$ cat src/rtl/mlfd_pkg.sv
// Package: constants and types shared by the magic/length frame deframer.
`timescale 1ns / 1ps
`default_nettype none
package mlfd_pkg;
	localparam int HEADER_BYTES = 4;
	localparam logic [7:0] MAGIC_FIRST = 8'hAC;
	localparam logic [7:0] MAGIC_SECOND = 8'hBE;
	localparam logic [15:0] RESET_MAX_LEN = 16'd1024;
	localparam int FILL_W = $clog2(HEADER_BYTES);

	typedef logic [7:0] byte_t;

	typedef enum logic [1:0] {
		HDR_START,
		HDR_DROP1,
		HDR_DROP2
	} hdr_action_t;

	typedef struct packed {
		hdr_action_t action;
		logic [15:0] length;
	} hdr_result_t;
endpackage
`default_nettype wire

$ cat src/rtl/magic_length_frame_deframer.sv
// Top level: magic/length frame deframer with stream ports and APB config.
//
// Takes one received byte per word on the slave stream and hunts for a four-byte
// header: 0xAC 0xBE then a little-endian 16-bit payload length. A header whose
// length is at most max_payload_len (APB address 0, reset 1024) opens a frame and
// the next length bytes leave on the master stream, tlast on the last one, with
// the declared length alongside. Header bytes, zero-length frames and bytes lost
// to resync produce no output word. One byte is taken every cycle; the single
// output register stalls input only while it holds a word the sink has not taken.
`timescale 1ns / 1ps
`default_nettype none
module magic_length_frame_deframer (
	input  wire logic        clk,
	input  wire logic        arst_n,
	// slave stream
	input  wire logic        s_tvalid,
	output logic             s_tready,
	input  wire logic [7:0]  s_tdata,   // [7:0] rx_byte
	// master stream
	output logic             m_tvalid,
	input  wire logic        m_tready,
	output logic [23:0]      m_tdata,   // [7:0] payload_byte, [23:8] frame_length
	output logic             m_tlast,   // frame_end
	// APB config
	input  wire logic        psel,
	input  wire logic        penable,
	input  wire logic        pwrite,
	input  wire logic [2:0]  paddr,
	input  wire logic [31:0] pwdata,
	output logic [31:0]      prdata,
	output logic             pready
);
	import mlfd_pkg::*;

	localparam logic REG_MAX_LEN = 1'b0;

	byte_t                   window_q [HEADER_BYTES-1];
	logic [FILL_W-1:0]       fill_q;
	logic                    in_payload_q;
	logic [15:0]             remaining_q;
	logic [15:0]             cur_len_q;
	logic [15:0]             max_len_q;

	logic                    m_valid_q;
	byte_t                   out_byte_q;
	logic                    out_last_q;
	logic [15:0]             out_len_q;

	logic                    s_accept;
	logic                    cfg_write;
	hdr_result_t             hdr;

	assign pready = 1'b1;
	assign cfg_write = psel && penable && pwrite && pready;
	assign prdata = (paddr[2] == REG_MAX_LEN) ? {16'd0, max_len_q} : 32'd0;

	assign s_tready = !m_valid_q || m_tready;
	assign s_accept = s_tvalid && s_tready;

	assign m_tvalid = m_valid_q;
	assign m_tdata = {out_len_q, out_byte_q};
	assign m_tlast = out_last_q;

	mlfd_hdr_check u_hdr (
		.hdr0    (window_q[0]),
		.hdr1    (window_q[1]),
		.hdr2    (window_q[2]),
		.hdr3    (s_tdata),
		.max_len (max_len_q),
		.result  (hdr)
	);

	always_ff @(posedge clk or negedge arst_n) begin
		if (!arst_n) begin
			max_len_q <= RESET_MAX_LEN;
		end else if (cfg_write && paddr[2] == REG_MAX_LEN) begin
			max_len_q <= pwdata[15:0];
		end
	end

	always_ff @(posedge clk or negedge arst_n) begin
		if (!arst_n) begin
			for (int i = 0; i < HEADER_BYTES-1; i++) begin
				window_q[i] <= '0;
			end
			fill_q       <= '0;
			in_payload_q <= 1'b0;
			remaining_q  <= '0;
			cur_len_q    <= '0;
		end else if (s_accept) begin
			if (in_payload_q) begin
				remaining_q <= remaining_q - 16'd1;
				if (remaining_q == 16'd1) begin
					in_payload_q <= 1'b0;
				end
			end else if (fill_q != FILL_W'(HEADER_BYTES-1)) begin
				window_q[fill_q] <= s_tdata;
				fill_q <= fill_q + FILL_W'(1);
			end else begin
				unique case (hdr.action)
					HDR_START: begin
						fill_q    <= '0;
						cur_len_q <= hdr.length;
						if (hdr.length != 16'd0) begin
							in_payload_q <= 1'b1;
							remaining_q  <= hdr.length;
						end
						for (int i = 0; i < HEADER_BYTES-1; i++) begin
							window_q[i] <= '0;
						end
					end
					HDR_DROP1: begin
						window_q[0] <= window_q[1];
						window_q[1] <= window_q[2];
						window_q[2] <= s_tdata;
						fill_q <= FILL_W'(HEADER_BYTES-1);
					end
					HDR_DROP2: begin
						window_q[0] <= window_q[2];
						window_q[1] <= s_tdata;
						window_q[2] <= '0;
						fill_q <= FILL_W'(HEADER_BYTES-2);
					end
					default: begin
						fill_q <= '0;
					end
				endcase
			end
		end
	end

	// output register
	always_ff @(posedge clk or negedge arst_n) begin
		if (!arst_n) begin
			m_valid_q <= 1'b0;
		end else if (s_accept && in_payload_q) begin
			m_valid_q <= 1'b1;
		end else if (m_tready) begin
			m_valid_q <= 1'b0;
		end
	end

	always_ff @(posedge clk) begin
		if (s_accept && in_payload_q) begin
			out_byte_q <= s_tdata;
			out_last_q <= (remaining_q == 16'd1);
			out_len_q  <= cur_len_q;
		end
	end

	a_payload_count: assert property (@(posedge clk) disable iff (!arst_n)
		in_payload_q == (remaining_q != 16'd0))
		else $error("payload flag and remaining count disagree");

	a_no_fill_in_payload: assert property (@(posedge clk) disable iff (!arst_n)
		in_payload_q |-> fill_q == '0)
		else $error("header window not empty during payload");

	a_payload_emits: assert property (@(posedge clk) disable iff (!arst_n)
		s_accept && in_payload_q |=> m_valid_q)
		else $error("payload word accepted but no output word");

	a_last_at_end: assert property (@(posedge clk) disable iff (!arst_n)
		s_accept && in_payload_q && remaining_q == 16'd1 |=> m_tlast && !in_payload_q)
		else $error("last payload word not marked");
endmodule
`default_nettype wire

$ cat src/rtl/mlfd_hdr_check.sv
// Header check: magic word, length limit and resync decision for a full window.
`timescale 1ns / 1ps
`default_nettype none
module mlfd_hdr_check (
	input  wire mlfd_pkg::byte_t       hdr0,
	input  wire mlfd_pkg::byte_t       hdr1,
	input  wire mlfd_pkg::byte_t       hdr2,
	input  wire mlfd_pkg::byte_t       hdr3,
	input  wire logic [15:0]           max_len,
	output mlfd_pkg::hdr_result_t      result
);
	import mlfd_pkg::*;

	logic        magic_ok;
	logic [15:0] len;

	assign magic_ok = (hdr0 == MAGIC_FIRST) && (hdr1 == MAGIC_SECOND);
	assign len = {hdr3, hdr2};

	always_comb begin
		result.length = len;
		if (magic_ok) begin
			result.action = (len > max_len) ? HDR_DROP1 : HDR_START;
		end else if (hdr1 == MAGIC_FIRST) begin
			result.action = HDR_DROP1;
		end else begin
			result.action = HDR_DROP2;
		end
	end
endmodule
`default_nettype wire
$ cat config.mk
export PLATFORM = sky130hd
export DESIGN_NAME = magic_length_frame_deframer
export DESIGN_NICKNAME = d
export VERILOG_FILES = /design/src/rtl/mlfd_pkg.sv /design/src/rtl/magic_length_frame_deframer.sv /design/src/rtl/mlfd_hdr_check.sv
export SDC_FILE = /design/constraint.sdc
export NUM_CORES = 1
export LEC_CHECK = 0
export BUFFER_PORTS_ARGS = -buffer_cell sky130_fd_sc_hd__clkbuf_2
export CAP_MARGIN = 15
export CORE_AREA = 3 3 137 139
export CTS_CLUSTER_SIZE = 20
export DETAILED_ROUTE_END_ITERATION = 6
export DIE_AREA = 0 0 140 142
export PLACE_DENSITY = 0.52
export SLEW_MARGIN = 20
export SYNTH_ARGS = -nofsm -noshare
export SYNTH_HDL_FRONTEND = slang
export SYNTH_SLANG_ARGS = --single-unit
$ cat constraint.sdc
create_clock -name clk -period 5.55 [get_ports clk]
set_input_delay 1.11 -clock clk [delete_from_list [all_inputs] [get_ports clk]]
set_output_delay 1.11 -clock clk [all_outputs]
set_load 0.01 [all_outputs]
==> key figures <==
Clock tree
  • Clock latency of the later-clocked register in the worst-skew pair: between 300 and 400 ps
  • CTS root buffer: sky130_fd_sc_hd__clkbuf_16
  • Inserted Clock Buffers: 9
  • Resized cells post-CTS: 0
  • CTS Hold Buffers Added: 0
  • Number of sinks handled by clock tree synthesis: 101
  • H-tree level count: 3
  • Clock-pin slew on the worst setup and hold paths: roughly 70 ps
  • Number of setup buffers added after CTS: 0
  • CTS tree: done
  • Clock Tree Buf Depth: 2

GRT
  • Total global-route track usage: 0.145
  • Largest net degree at the start of global routing: between 70 and 80
  • Number of antenna violations at the first check in global routing: 0
  • First-pass GRT wire length: about 23000 um
  • GR Overflow Total: 0
  • Vias in the first global route: 4086

Timing
  • Total count of hold-check failures in the final report: 0
  • Highest attainable clock frequency: 0.306 GHz
  • Total negative slack: 0 ps
  • Tmin final: ~3300 ps
  • Final-report setup violation count: 0
  • Remaining max-slew budget at the tightest pin: 0.409
  • Setup repair after global routing missed its margin: no
  • Number of slew-limit violations in the final report: 0
  • Crit share post-route: 0.589
  • Slew at the pin with the worst max-slew slack: around 880 ps
  • Worst clock skew on the final layout: about 6 ps

Synthesis
  • Top-count cell post-synth: sky130_fd_sc_hd__dfrtp_1
  • Post-synthesis average cell area: between 10 and 15 um2
  • Synth cell count leaders: sky130_fd_sc_hd__dfrtp_1, sky130_fd_sc_hd__nor2_1, sky130_fd_sc_hd__inv_1, sky130_fd_sc_hd__edfxtp_1
  • Post-Syn Instances: 477
  • Top flip-flop cell by instance count after synthesis: sky130_fd_sc_hd__dfrtp_1
  • Share of the synthesized area in the top cell type: 0.354
  • Sequential cell area fraction in the yosys report: 0.500
  • Top area cells in the synthesized netlist: sky130_fd_sc_hd__dfrtp_1, sky130_fd_sc_hd__edfxtp_1, sky130_fd_sc_hd__ha_1, sky130_fd_sc_hd__mux2_2, sky130_fd_sc_hd__nor2_1
  • Share of flip-flops with an asynchronous set or reset: 0.752
  • Library cell with the largest summed area after synthesis: sky130_fd_sc_hd__dfrtp_1
  • Post-Syn Area: between 5000 and 6000 um2
  • EDFF count, synth: 25
  • Unique cell type count in the Yosys netlist: a little over 70
  • #FFs+latches synth: between 100 and 150
  • Warning count from the yosys run: 0

Final layout
  • Final layout net count: 620
  • Share of cells above drive strength 1: 0.239
  • Final std cell area, no fill: 6120 um2
  • Final antenna diode count: 0
  • Growth of design area from synthesis to finish: 15.4%

Setup path
  • Critical Path Start Type: input pin
  • Reg2Reg Capture Point: remaining_q[14]
  • Critical path data arrival time: between 3000 and 4000 ps
  • Worst setup path category: input pin to register
  • Endpoint type of the worst setup path: register
  • Slack of the worst reg-to-reg path: roughly 2700 ps
  • Endpoint required time on the critical path: just under 6000 ps
  • Critical-path maximum fanout: 8
  • Worst R2R Start: window_q[5]
  • Cells on worst reg2reg path: 7

Routing
  • Number of remaining DRC errors: 0
  • Count of nets left with antenna violations after detail routing: 0
  • Vias after detailed routing: 4028
  • Number of DRC markers after the initial detailed-route iteration: ~280
  • DR pass1 iterations: 5
  • Post-Route WL: between 10000 and 15000 um
  • Via-to-Cell Ratio: slightly above 5
  • Average detailed-routed wire length per instance: about 18 um
  • Metal2 WL: between 6000 and 7000 um
  • Routed metal-1 wire length: 6480 um
  • Routed length on met3: 815 um
  • Highest routed metal layer: met4

Die
  • Starting utilization of the core area: 0.298
  • Core Box Area: around 18000 um2
  • Overall die height: ~140 um
  • DIE WIDTH: between 100 and 150 um
  • Die area: just under 20000 um2
  • Floorplan row count: 49
  • IO Pins: between 100 and 150

Min path
  • Worst hold start: cur_len_q[0]
  • Worst Hold Path EP: out_len_q[0]
  • Class of the most critical hold timing path: register to register
  • Cell depth of the worst min-delay path: 0

Outcome
  • Status: completed

Placed design
  • GP Congestion: ~0.86
  • Buffers on Ports: 74
  • DP Area: about 5800 um2
  • Placed wire-length estimate after detailed placement: slightly below 10000 um

Power
  • Maximum resistive drop on vdd: 141 uV
  • Cell area power density: 296 nW/um2
  • Static power due to leakage: 2.79 nW

Job
  • Max_cap viols: 0
through the flow:
stage                util  setup slack [ps]  power [mW]  hold slack, ps  std cells
floorplan               -              2430        1.11             419        492
global placement    0.328              1940        1.21             429        766
detailed placement  0.328              1950        1.22             431        766
CTS                 0.344              2290        1.84             449        782
global route        0.344              2150        1.91             463        782
finish              0.344              2280        1.81             445        782
cell families after synthesis:
group | count (synthesis) | synth area share
AO/OA/AOI/OAI | 109 | 0.159
adder cells (fa/ha/maj) | 22 | 0.0519
buffers and inverters | 58 | 0.0561
flip-flops | 101 | 0.500
multiplexers | 39 | 0.0800
other | 2 | 0.00142
AND/OR/NAND/NOR | 146 | 0.152
where the power goes:
part	switching [mW]	leakage, nW	internal [mW]
clock network	0.300	0.134	0.310
registers	0.0485	1.24	0.825
logic	0.194	1.42	0.136
per-layer routing:
metal  global-route usage  vias to the layer above
met2                0.238                      124
met5                    0                        -
li1                     -                     1892
met1                0.191                     1992
met3               0.0292                       20
met4               0.0535                        0
worst max-delay path by stage:
stage                     from  slack [ps]  cells past startpoint         endpoint
floorplan           s_tdata[7]        2430                      8    cur_len_q[11]
global placement    s_tdata[3]        1940                      8      window_q[1]
detailed placement  s_tdata[3]        1950                      8  remaining_q[14]
CTS                 s_tdata[3]        2290                      8  remaining_q[14]
global route        s_tdata[3]        2150                      8      window_q[3]
finish              s_tdata[3]        2280                      8  remaining_q[14]
cells in the final DEF (no fill, tap or decap), types with 4 or more instances in the layout:
cell,count
sky130_fd_sc_hd__a211o_1,5
sky130_fd_sc_hd__a21oi_1,16
sky130_fd_sc_hd__a221o_1,13
sky130_fd_sc_hd__a22o_1,4
sky130_fd_sc_hd__a32oi_1,4
sky130_fd_sc_hd__and3_1,8
sky130_fd_sc_hd__clkbuf_16,9
sky130_fd_sc_hd__clkbuf_2,73
sky130_fd_sc_hd__conb_1,17
sky130_fd_sc_hd__dfrtp_1,75
sky130_fd_sc_hd__edfxtp_1,25
sky130_fd_sc_hd__ha_1,22
sky130_fd_sc_hd__inv_1,26
sky130_fd_sc_hd__mux2_2,24
sky130_fd_sc_hd__mux2i_1,12
sky130_fd_sc_hd__nand2_1,24
sky130_fd_sc_hd__nand2b_1,5
sky130_fd_sc_hd__nand3_1,6
sky130_fd_sc_hd__nand4_1,8
sky130_fd_sc_hd__nor2_1,45
sky130_fd_sc_hd__nor2b_1,11
sky130_fd_sc_hd__nor3_1,6
sky130_fd_sc_hd__nor4_1,7
sky130_fd_sc_hd__o211ai_1,6
sky130_fd_sc_hd__o21a_1,5
sky130_fd_sc_hd__o21ai_0,22
sky130_fd_sc_hd__o221a_2,4
sky130_fd_sc_hd__or3_1,5
final cells by class:
class                      instances  area [um2]
fill                            1803       11700
sequential                       101        2650
multi-input combinational        333        2410
timing repair buffer              76         392
tap                              229         287
clock buffer                      10         229
inverter                          27         101
clock inverter                     6        47.5
flip-flops by register name (all words and copies together) (netlist names):
name	count
max_len_q	16
fill_q	2
window_q	24
m_tlast	1
m_tvalid	1
cur_len_q	16
out_byte_q	8
remaining_q	16
in_payload_q	1
out_len_q	16
worst max-delay path, stage by stage:
cell and delay [ps]:
sky130_fd_sc_hd__clkbuf_2 210, sky130_fd_sc_hd__ha_1 380, sky130_fd_sc_hd__nand4_1 170, sky130_fd_sc_hd__or2_4 160, sky130_fd_sc_hd__a211o_1 200, sky130_fd_sc_hd__nand4_1 440, sky130_fd_sc_hd__a21oi_4 450, sky130_fd_sc_hd__mux2_2 380
(Power assumes the default switching activity.)
